<file path="src/rtl/prp_pkg.sv">
package prp_pkg;
    localparam int MAX_PAGES_DEF  = 64;
    localparam int MAX_FRAMES_DEF = 16;
    localparam int AGE_BITS_DEF   = 8;
    localparam int CNT_W          = 16;
    localparam logic [15:0] SEED_DEFAULT = 16'hACE1;
    localparam logic [15:0] LFSR_TAPS    = 16'hB400;

    localparam logic [1:0] MODE_NFU    = 2'd0;
    localparam logic [1:0] MODE_RANDOM = 2'd1;
    localparam logic [1:0] MODE_AGING  = 2'd2;

    localparam logic [1:0] REG_MODE  = 2'd0;
    localparam logic [1:0] REG_PAGES = 2'd1;
    localparam logic [1:0] REG_FRAMES = 2'd2;
    localparam logic [1:0] REG_SEED  = 2'd3;
endpackage

</file>
<file path="src/rtl/prp_ram.sv">
module prp_ram #(
    parameter int WIDTH = 8,
    parameter int DEPTH = 16
) (
    input  logic                     clk,
    input  logic                     we,
    input  logic [$clog2(DEPTH)-1:0] waddr,
    input  logic [WIDTH-1:0]         wdata,
    input  logic [$clog2(DEPTH)-1:0] raddr,
    output logic [WIDTH-1:0]         rdata
);
    logic [WIDTH-1:0] mem [DEPTH];

    always_ff @(posedge clk)
    begin
        if (we)
        begin
            mem[waddr] <= wdata;
        end
        rdata <= mem[raddr];
    end
endmodule

</file>
<file path="src/rtl/page_replacement_pager.sv">
// Page replacement pager.
// Input channel (in_valid/in_ready) carries one access word: cmd (0 read,
// 1 write) and page. Output channel (out_valid/out_ready) returns one result
// word per access: hit, frame, evicted, evicted_page, writeback and the
// saturating disk access count. Configuration writes (cfg_valid/cfg_ready,
// cfg_index, cfg_data) set the mode, page and frame counts and the LFSR seed.
// A configuration write is taken only while the block is idle, ahead of a
// waiting access. All page state sits in one synchronous RAM, one entry per
// page, plus a small RAM of frame owners. After reset a clearing pass walks
// all MAX_PAGES entries, one a cycle, before the first access is taken.
// A hit passes through LOOK, DEC and OUT; a fill from a free frame adds LOAD.
// A random eviction computes a bit-serial remainder of the 16-bit LFSR value
// by the allocated frame count. An NFU or aging eviction sweeps every page
// entry through the RAM port once, read-modify-write. One access is handled
// at a time; the next is accepted once the block is back in IDLE after the
// result is loaded. A new access is accepted while the last result still
// waits in the output register, but the next result is held back until the
// receiver takes the previous word.
module page_replacement_pager
    import prp_pkg::*;
#(
    parameter int MAX_PAGES  = MAX_PAGES_DEF,
    parameter int MAX_FRAMES = MAX_FRAMES_DEF,
    parameter int AGE_BITS   = AGE_BITS_DEF
) (
    input  logic        clk,
    input  logic        rst_n,
    input  logic        cfg_valid,
    output logic        cfg_ready,
    input  logic [1:0]  cfg_index,
    input  logic [15:0] cfg_data,
    input  logic        in_valid,
    output logic        in_ready,
    input  logic        cmd,
    input  logic [5:0]  page,
    output logic        out_valid,
    input  logic        out_ready,
    output logic        hit,
    output logic [3:0]  frame,
    output logic        evicted,
    output logic [5:0]  evicted_page,
    output logic        writeback,
    output logic [31:0] disk_accesses
);
    localparam int PW = $clog2(MAX_PAGES);
    localparam int FW = (MAX_FRAMES > 1) ? $clog2(MAX_FRAMES) : 1;
    localparam int NW = $clog2(MAX_FRAMES + 1);
    localparam int KW = (AGE_BITS > CNT_W) ? AGE_BITS : CNT_W;
    // entry: valid, dirty, referenced, frame, use count, age
    localparam int EW = 3 + FW + CNT_W + AGE_BITS;

    localparam logic [3:0] S_CLEAR  = 4'd0;
    localparam logic [3:0] S_IDLE   = 4'd1;
    localparam logic [3:0] S_LOOK   = 4'd2;
    localparam logic [3:0] S_DEC    = 4'd3;
    localparam logic [3:0] S_SCAN   = 4'd4;
    localparam logic [3:0] S_VREAD  = 4'd6;
    localparam logic [3:0] S_VWAIT  = 4'd7;
    localparam logic [3:0] S_EVICT  = 4'd8;
    localparam logic [3:0] S_RWAIT  = 4'd9;
    localparam logic [3:0] S_OWAIT  = 4'd10;
    localparam logic [3:0] S_LOAD   = 4'd11;
    localparam logic [3:0] S_OUT    = 4'd12;

    typedef struct packed {
        logic                v;
        logic                d;
        logic                r;
        logic [FW-1:0]       f;
        logic [CNT_W-1:0]    cnt;
        logic [AGE_BITS-1:0] age;
    } entry_t;

    logic [3:0]    state_reg, state_next;
    logic [1:0]    mode_reg;
    logic [6:0]    np_cfg_reg;
    logic [4:0]    nf_cfg_reg;
    logic [15:0]   lfsr_reg;
    logic [NW-1:0] alloc_reg;
    logic [31:0]   disk_reg;
    logic          cmd_reg;
    logic [PW-1:0] page_reg;
    logic [PW-1:0] idx_reg;      // scan address
    logic [NW-1:0] rem_reg;
    logic [3:0]    rbit_reg;
    logic          best_ok_reg;
    logic [KW-1:0] best_reg;
    logic [PW-1:0] victim_reg;
    logic [FW-1:0] frame_res_reg;
    logic          hit_res_reg;
    logic          ev_res_reg;
    logic          wb_res_reg;
    logic [PW-1:0] evp_res_reg;
    logic          ovalid_reg;
    logic          out_hit_reg, out_ev_reg, out_wb_reg;
    logic [3:0]    out_frame_reg;
    logic [5:0]    out_evp_reg;
    logic [31:0]   out_disk_reg;

    logic          pwe;
    logic [PW-1:0] pwaddr, praddr;
    entry_t        pwdata, prdata;
    logic [EW-1:0] prdata_raw;
    logic          fwe;
    logic [FW-1:0] fwaddr, fraddr;
    logic [PW-1:0] fwdata, frdata;

    prp_ram #(.WIDTH(EW), .DEPTH(MAX_PAGES)) u_page_ram (
        .clk(clk), .we(pwe), .waddr(pwaddr), .wdata(pwdata),
        .raddr(praddr), .rdata(prdata_raw)
    );
    assign prdata = entry_t'(prdata_raw);

    prp_ram #(.WIDTH(PW), .DEPTH(1 << FW)) u_owner_ram (
        .clk(clk), .we(fwe), .waddr(fwaddr), .wdata(fwdata),
        .raddr(fraddr), .rdata(frdata)
    );

    // Clamped register views.
    logic [PW:0]   np_eff;
    logic [NW-1:0] nf_eff;
    always_comb
    begin
        if (np_cfg_reg == 7'd0)
            np_eff = (PW+1)'(1);
        else if (32'(np_cfg_reg) > MAX_PAGES)
            np_eff = (PW+1)'(MAX_PAGES);
        else
            np_eff = (PW+1)'(np_cfg_reg);
        if (nf_cfg_reg == 5'd0)
            nf_eff = NW'(1);
        else if (32'(nf_cfg_reg) > MAX_FRAMES)
            nf_eff = NW'(MAX_FRAMES);
        else
            nf_eff = NW'(nf_cfg_reg);
    end

    // Per-entry update during a sweep, and the key that is compared.
    entry_t        upd;
    logic [KW-1:0] key;
    always_comb
    begin
        upd = prdata;
        if (mode_reg == MODE_NFU)
        begin
            if (prdata.r && prdata.cnt != {CNT_W{1'b1}})
                upd.cnt = prdata.cnt + CNT_W'(1);
            upd.r = 1'b0;
        end
        else if (prdata.v)
        begin
            upd.age = prdata.age >> 1;
            if (prdata.r)
            begin
                upd.age[AGE_BITS-1] = 1'b1;
                upd.r = 1'b0;
            end
        end
        if (mode_reg == MODE_NFU)
            key = KW'(upd.cnt);
        else
            key = KW'(upd.age);
    end

    logic [15:0] lfsr_step;
    assign lfsr_step = lfsr_reg[0] ? ((lfsr_reg >> 1) ^ LFSR_TAPS) : (lfsr_reg >> 1);

    // One step of the restoring remainder, lfsr mod allocated frames, MSB first.
    logic [NW:0]   rem_shift;
    logic [NW-1:0] rem_new;
    always_comb
    begin
        rem_shift = {rem_reg, lfsr_reg[rbit_reg]};
        if (rem_shift >= {1'b0, alloc_reg})
            rem_new = NW'(rem_shift - {1'b0, alloc_reg});
        else
            rem_new = NW'(rem_shift);
    end

    logic in_fire, out_fire, cfg_fire;
    assign cfg_ready = (state_reg == S_IDLE);
    assign in_ready  = (state_reg == S_IDLE) && !cfg_valid;
    assign in_fire   = in_valid && in_ready;
    assign out_fire  = ovalid_reg && out_ready;
    assign cfg_fire  = cfg_valid && cfg_ready;

    logic [31:0] disk_inc;
    assign disk_inc = (disk_reg != 32'hFFFF_FFFF) ? disk_reg + 32'd1 : disk_reg;

    always_comb
    begin
        state_next = state_reg;
        pwe = 1'b0;
        pwaddr = page_reg;
        pwdata = prdata;
        praddr = page_reg;
        fwe = 1'b0;
        fwaddr = frame_res_reg;
        fwdata = page_reg;
        fraddr = FW'(rem_new);
        case (state_reg)
            S_CLEAR:
            begin
                pwe = 1'b1;
                pwaddr = idx_reg;
                pwdata = '0;
                if (idx_reg == PW'(MAX_PAGES - 1))
                    state_next = S_IDLE;
            end
            S_IDLE:
            begin
                praddr = page[PW-1:0];
                if (in_fire)
                begin
                    if ({1'b0, page} < 7'(np_eff) && 32'(page) < MAX_PAGES)
                        state_next = S_LOOK;
                    else
                        state_next = S_OUT;
                end
            end
            S_LOOK:
                state_next = S_DEC;
            S_DEC:
            begin
                if (prdata.v)
                begin
                    pwe = 1'b1;
                    pwdata = prdata;
                    pwdata.r = 1'b1;
                    if (cmd_reg)
                        pwdata.d = 1'b1;
                    state_next = S_OUT;
                end
                else if (alloc_reg < nf_eff)
                    state_next = S_LOAD;
                else if (mode_reg == MODE_RANDOM)
                    state_next = S_RWAIT;
                else
                begin
                    praddr = '0;
                    state_next = S_SCAN;
                end
            end
            S_SCAN:
            begin
                // The entry read last cycle is written back while the next one is read.
                praddr = idx_reg + PW'(1);
                pwe = 1'b1;
                pwaddr = idx_reg;
                pwdata = upd;
                if (idx_reg == PW'(MAX_PAGES - 1))
                    state_next = S_VREAD;
            end
            S_VREAD:
            begin
                praddr = victim_reg;
                state_next = S_VWAIT;
            end
            S_VWAIT:
            begin
                praddr = victim_reg;
                state_next = S_EVICT;
            end
            S_RWAIT:
            begin
                fraddr = FW'(rem_new);
                if (rbit_reg == 4'd0)
                    state_next = S_OWAIT;
            end
            S_OWAIT:
            begin
                praddr = frdata;
                state_next = S_VWAIT;
            end
            S_EVICT:
            begin
                pwe = 1'b1;
                pwaddr = victim_reg;
                pwdata = prdata;
                pwdata.v = 1'b0;
                pwdata.d = 1'b0;
                pwdata.r = 1'b0;
                praddr = page_reg;
                state_next = S_LOAD;
            end
            S_LOAD:
            begin
                // page entry was read in LOOK/DEC or after EVICT; counts carry over.
                pwe = 1'b1;
                pwaddr = page_reg;
                pwdata = prdata;
                pwdata.v = 1'b1;
                pwdata.d = 1'b0;
                pwdata.r = 1'b0;
                pwdata.f = frame_res_reg;
                fwe = 1'b1;
                state_next = S_OUT;
            end
            S_OUT:
            begin
                if (!ovalid_reg || out_ready)
                    state_next = S_IDLE;
            end
            default:
                state_next = S_IDLE;
        endcase
    end

    always_ff @(posedge clk or negedge rst_n)
    begin
        if (!rst_n)
        begin
            state_reg   <= S_CLEAR;
            mode_reg    <= MODE_AGING;
            np_cfg_reg  <= 7'd64;
            nf_cfg_reg  <= 5'd16;
            lfsr_reg    <= 16'd44257;
            alloc_reg   <= '0;
            disk_reg    <= '0;
            idx_reg     <= '0;
            ovalid_reg  <= 1'b0;
        end
        else
        begin
            state_reg <= state_next;
            if (cfg_fire)
            begin
                case (cfg_index)
                    REG_MODE:   mode_reg <= cfg_data[1:0];
                    REG_PAGES:  np_cfg_reg <= cfg_data[6:0];
                    REG_FRAMES: nf_cfg_reg <= cfg_data[4:0];
                    REG_SEED:   lfsr_reg <= (cfg_data != 16'd0) ? cfg_data : SEED_DEFAULT;
                    default:    mode_reg <= mode_reg;
                endcase
            end
            if (state_reg == S_OUT && (!ovalid_reg || out_ready))
                ovalid_reg <= 1'b1;
            else if (out_fire)
                ovalid_reg <= 1'b0;
            case (state_reg)
                S_CLEAR:
                    idx_reg <= idx_reg + PW'(1);
                S_IDLE:
                begin
                    hit_res_reg <= 1'b0;
                    ev_res_reg  <= 1'b0;
                    wb_res_reg  <= 1'b0;
                    evp_res_reg <= '0;
                    frame_res_reg <= '0;
                    if (in_fire)
                    begin
                        cmd_reg  <= cmd;
                        page_reg <= page[PW-1:0];
                    end
                end
                S_DEC:
                begin
                    idx_reg     <= '0;
                    best_ok_reg <= 1'b0;
                    if (prdata.v)
                    begin
                        hit_res_reg   <= 1'b1;
                        frame_res_reg <= prdata.f;
                    end
                    else if (alloc_reg < nf_eff)
                    begin
                        frame_res_reg <= FW'(alloc_reg);
                        alloc_reg     <= alloc_reg + NW'(1);
                        disk_reg      <= disk_inc;
                    end
                    else if (mode_reg == MODE_RANDOM)
                    begin
                        lfsr_reg <= lfsr_step;
                        rem_reg  <= '0;
                        rbit_reg <= 4'd15;
                    end
                end
                S_SCAN:
                begin
                    idx_reg <= idx_reg + PW'(1);
                    if (upd.v && (!best_ok_reg || key < best_reg))
                    begin
                        best_ok_reg <= 1'b1;
                        best_reg    <= key;
                        victim_reg  <= idx_reg;
                    end
                end
                S_RWAIT:
                begin
                    rem_reg  <= rem_new;
                    rbit_reg <= rbit_reg - 4'd1;
                end
                S_OWAIT:
                    victim_reg <= frdata;
                S_EVICT:
                begin
                    ev_res_reg    <= 1'b1;
                    evp_res_reg   <= victim_reg;
                    frame_res_reg <= prdata.f;
                    wb_res_reg    <= prdata.d;
                    if (prdata.d)
                        disk_reg <= (disk_reg >= 32'hFFFF_FFFE) ? 32'hFFFF_FFFF
                                                                 : disk_reg + 32'd2;
                    else
                        disk_reg <= disk_inc;
                end
                S_OUT:
                begin
                    if (!ovalid_reg || out_ready)
                    begin
                        out_hit_reg   <= hit_res_reg;
                        out_frame_reg <= 4'(frame_res_reg);
                        out_ev_reg    <= ev_res_reg;
                        out_evp_reg   <= 6'(evp_res_reg);
                        out_wb_reg    <= wb_res_reg;
                        out_disk_reg  <= disk_reg;
                    end
                end
                default:
                    idx_reg <= idx_reg;
            endcase
        end
    end

    assign out_valid     = ovalid_reg;
    assign hit           = out_hit_reg;
    assign frame         = out_frame_reg;
    assign evicted       = out_ev_reg;
    assign evicted_page  = out_evp_reg;
    assign writeback     = out_wb_reg;
    assign disk_accesses = out_disk_reg;

`ifndef SYNTHESIS
    a_alloc_bound: assert property (@(posedge clk) disable iff (!rst_n)
        32'(alloc_reg) <= MAX_FRAMES)
        else $error("frame allocation count exceeds frame count");
    a_no_accept_busy: assert property (@(posedge clk) disable iff (!rst_n)
        state_reg != S_IDLE |-> !in_ready)
        else $error("access taken while busy");
    a_disk_mono: assert property (@(posedge clk) disable iff (!rst_n)
        $past(rst_n) |-> disk_reg >= $past(disk_reg))
        else $error("disk count went down");
    a_wb_needs_ev: assert property (@(posedge clk) disable iff (!rst_n)
        out_valid && writeback |-> evicted)
        else $error("writeback without eviction");
`endif
endmodule
</file>
<file path="config.mk">
export PLATFORM = sky130hd
export DESIGN_NAME = page_replacement_pager
export DESIGN_NICKNAME = d
export VERILOG_FILES = /design/src/rtl/prp_pkg.sv /design/src/rtl/prp_ram.sv /design/src/rtl/page_replacement_pager.sv
export SDC_FILE = /design/constraint.sdc
export NUM_CORES = 2
export LEC_CHECK = 0
export BUFFER_PORTS_ARGS = -buffer_cell sky130_fd_sc_hd__buf_2
export CORE_MARGIN = 10
export CORE_UTILIZATION = 50
export CTS_CLUSTER_DIAMETER = 200
export CTS_CLUSTER_SIZE = 12
export DETAILED_ROUTE_END_ITERATION = 10
export GPL_ROUTABILITY_DRIVEN = 0
export GPL_TIMING_DRIVEN = 0
export PLACE_DENSITY_LB_ADDON = 0.15
export SLEW_MARGIN = 10
export SYNTH_ARGS = -nofsm -noshare
export SYNTH_HDL_FRONTEND = slang
export SYNTH_HIERARCHICAL = 1
export SYNTH_SLANG_ARGS = --single-unit
</file>
<file path="constraint.sdc">
create_clock -name clk -period 5.54 [get_ports clk]
set_input_delay 1.385 -clock clk [delete_from_list [all_inputs] [get_ports clk]]
set_output_delay 1.385 -clock clk [all_outputs]
set_load 0.02 [all_outputs]
</file>
==> results.sh <==
export IMPL_post_drt_wl_per_cell_um=31.9
export IMPL_routed_wl_mm=240
export IMPL_antenna_left=0
export IMPL_final_common_cell="edfxtp_1"
export IMPL_grt_pass1_wl_mm=345
export IMPL_power_switching_mw=25.2
export IMPL_finalPower_mw=65.7
export IMPL_cp_startpoint="nf_cfg_reg[4]"
export IMPL_coreArea_mm2=0.181
export IMPL_powerDensity_mw_per_mm2=634
export IMPL_status="complete, no violations"
export IMPL_path_common_cell="buf_4"
export IMPL_cp_end_kind="register"
export IMPL_synth_top_cell_by_area="edfxtp_1"
export IMPL_track_usage=0.240
export IMPL_grt_overflow=0
export IMPL_hold_path_class="reg2reg"
export IMPL_num_fill_cells=13320
export IMPL_start_kind="register"
export IMPL_p_leak_nw=33.6
export IMPL_cts_path_max_buffers=3
export IMPL_numClockSinks=2292
export IMPL_dieArea_mm2=0.199
export IMPL_die_y_um=446
export IMPL_p_sw_frac=0.383
export IMPL_slew_violations=0
export IMPL_ir_worst_vdd_mv=0.487
export IMPL_min_to="evicted"
export IMPL_cts_tree="built"
export IMPL_largest_reg_flops=1984
export IMPL_vias=48387
export IMPL_p_int_mw=40.6
export IMPL_critPathArrivalTime_ps=6150
export IMPL_worstSetupPathType="reg2reg"
export IMPL_finClkSkew_ps=37.5
export IMPL_final_nets=5143
export IMPL_synth_cells=4653
export IMPL_drc=0
export IMPL_hold_violations=0
export IMPL_largestRegisters="u_page_ram/mem (1984), u_owner_ram/mem (96)"
export IMPL_place_ws_ps=-1420
export IMPL_cp_slowest_cell="o31ai_4"
export IMPL_syn_num_nets=4720
export IMPL_syn_avg_cell_area_um2=19.5
export IMPL_initialDrtViolationCount=6341
export IMPL_num_io_pins=78
export IMPL_hold_start="ev_res_reg"
export IMPL_rr_startpoint="nf_cfg_reg[4]"
export IMPL_area_delta_synth_final_pct=14.5
export IMPL_yosysTopAreaCellShare=0.721
export IMPL_clk_latency_ps=850
export IMPL_synth_edf_count=2177
export IMPL_setup_viol=0
export IMPL_port_buffers=77
export IMPL_crit_chain="inv_1 > nand2_1 > ha_1 > inv_1 > o311ai_4 > a31oi_2 > o31ai_1 > a31oi_2 > buf_4 > a211o_1 > buf_2 > buf_6 > buf_4 > clkbuf_4 > nand3b_1 > buf_4 > clkbuf_2 > o22ai_1 > o31ai_4 > and3_1"
export IMPL_timing_slew_headroom=0.284
export IMPL_clk_pin_slew_ps=60
export IMPL_cap_viol_max_count=0
export IMPL_synth_cell_types=88
export IMPL_yosysSeqAreaShare=0.751
export IMPL_combPwrFrac=0.434
export IMPL_layout_common_cells="edfxtp_1, mux4_2, mux2i_1, clkbuf_16, clkbuf_1"
export IMPL_drtPass1Iterations=6
export IMPL_path_max_fanout=10
export IMPL_clock_power_share=0.195
export IMPL_reg2reg_to="u_page_ram/rdata[6]"
export IMPL_async_flop_share=0.0340
export IMPL_synth_warnings=6
export IMPL_synth_area_leaders="edfxtp_1, mux4_2, mux2i_1"
export IMPL_synth_area_mm2=0.0906
export IMPL_setup_ws_ps=123
export IMPL_initial_core_util=0.502
export IMPL_hpwl_mm=163
export IMPL_antenna_found_initial=19
export IMPL_grt_max_degree=65
export IMPL_drive_gt1_frac=0.238
export IMPL_largest_register="u_page_ram/mem"
export IMPL_synth_seq_cells=2292
export IMPL_cts_made_buffers=208
export IMPL_viasPerCell=6.43
export IMPL_critPathRequiredTime_ps=6270
export IMPL_reg2reg_depth=20
export IMPL_worst_pin_slew_ps=1060
export IMPL_hold_depth=0
export IMPL_htreeDepth=4
export IMPL_r2r_slack_ps=120
export IMPL_first_global_vias=47162
export IMPL_die_x_um=446
export IMPL_fin_crit_sh=0.978
export IMPL_cts_root_buffer="clkbuf_16"
export IMPL_slowest_delay_ps=520
export IMPL_fmax_ghz=0.185
export IMPL_timing_final_crit_period_ps=5420
export IMPL_seqPwrFrac=0.371
export IMPL_synthFlopType="edfxtp_1"
export IMPL_num_rows=156
==> critical path, delay by kind of cell (launching register included) <==
family | cells | cell delay (ps)
buffers and inverters | 9 | 1790
AO/OA/AOI/OAI | 7 | 2200
AND/OR/NAND/NOR | 3 | 580
flip-flops | 1 | 380
adder cells (fa/ha/maj) | 1 | 300
==> Yosys cell counts, drive strengths merged (10+ instances only) <==
library cell / count
a21oi: 61
clkbuf: 118
nor3: 31
o22ai: 104
inv: 46
nor2: 163
nor2b: 26
a211oi: 15
a22oi: 120
nand2: 125
and4: 10
nor4: 18
mux2i: 300
and2: 24
buf: 135
dfstp: 11
a22o: 14
a21o: 37
nand3: 37
nand2b: 25
mux4: 431
o31ai: 43
ha: 36
nand4: 27
o21ai: 130
and3: 43
mux2: 31
a31oi: 86
dfxtp: 37
xnor2: 23
edfxtp: 2177
dfrtp: 67
==> power groups by stage <==
stage	clock (mW)	combinational, mW	sequential [mW]
global placement	0	25.0	25.6
detailed placement	0	27.6	24.7
finish	12.8	28.6	24.4
global route	13.7	29.8	24.5
floorplan	0	15.1	24.8
CTS	13.1	28.1	24.4
==> timing repair <==
item                                    4_1_cts  5_1_grt
hold buffers                                  0        0
endpoints found under the setup margin       31       27
buffers inserted                              3        3
resized for setup                            85       48
pin swaps                                     1        1
==> cell type report <==
class	instances	area, µm²	area share
clock inverter	13	244	0.00235
antenna	18	45.0	0.000434
timing repair buffer	215	3110	0.0300
tap	2370	2970	0.0286
clock buffer	261	5450	0.0525
sequential	2292	68100	0.656
multi-input combinational	2060	22300	0.215
inverter	48	180	0.00174
buffer	251	1360	0.0131
==> cell families after synthesis <==
| group | count (synthesis) | share of synthesized area |
|---|---|---|
| AOI/OAI and AO/OA | 666 | 0.0489 |
| muxes | 762 | 0.145 |
| DFF | 2292 | 0.751 |
| and+or+nand+nor | 565 | 0.0316 |
| adders and majority gates | 37 | 0.00519 |
| buffers and inverters | 301 | 0.0155 |
| xor gates and xnor gates | 30 | 0.00290 |
==> through the flow <==
| step | cell area (µm²) | hold slack, ps | utilization | cells | setup TNS [ps] |
|---|---|---|---|---|---|
| after floorplan | 90600 | 400 | - | 4653 | 0 |
| after global placement | 94000 | 403 | 0.520 | 7100 | -5052750 |
| after detailed placement | 97500 | 407 | 0.540 | 7232 | -29380 |
| after CTS | 104000 | 424 | 0.573 | 7508 | 0 |
| after global routing | 104000 | 428 | 0.574 | 7521 | -74.1 |
| final | 104000 | 426 | 0.575 | 7528 | 0 |
==> how the worst max path moves through the flow <==
stage                                   endpoint  slack, ps  cells past startpoint
after floorplan                 disk_accesses[0]        420                      3
after global placement    u_page_ram/mem[52][11]      -5350                      5
after detailed placement    u_page_ram/rdata[19]      -1420                     15
after CTS                   u_page_ram/rdata[16]         20                     15
after global routing         u_page_ram/rdata[8]        -70                     18
final                        u_page_ram/rdata[6]        120                     20
==> metal layers <==
layer	share of wire	wire [µm]	vias up	GRT usage
met3	0.093	22200	337	0.0447
met4	0.033	7960	6	0.0754
met5	0.00016	38	-	0
met1	0.42	102000	25686	0.357
met2	0.45	109000	2312	0.360
li1	-	-	20046	-
Note: power is estimated with default switching activity, not from simulation.
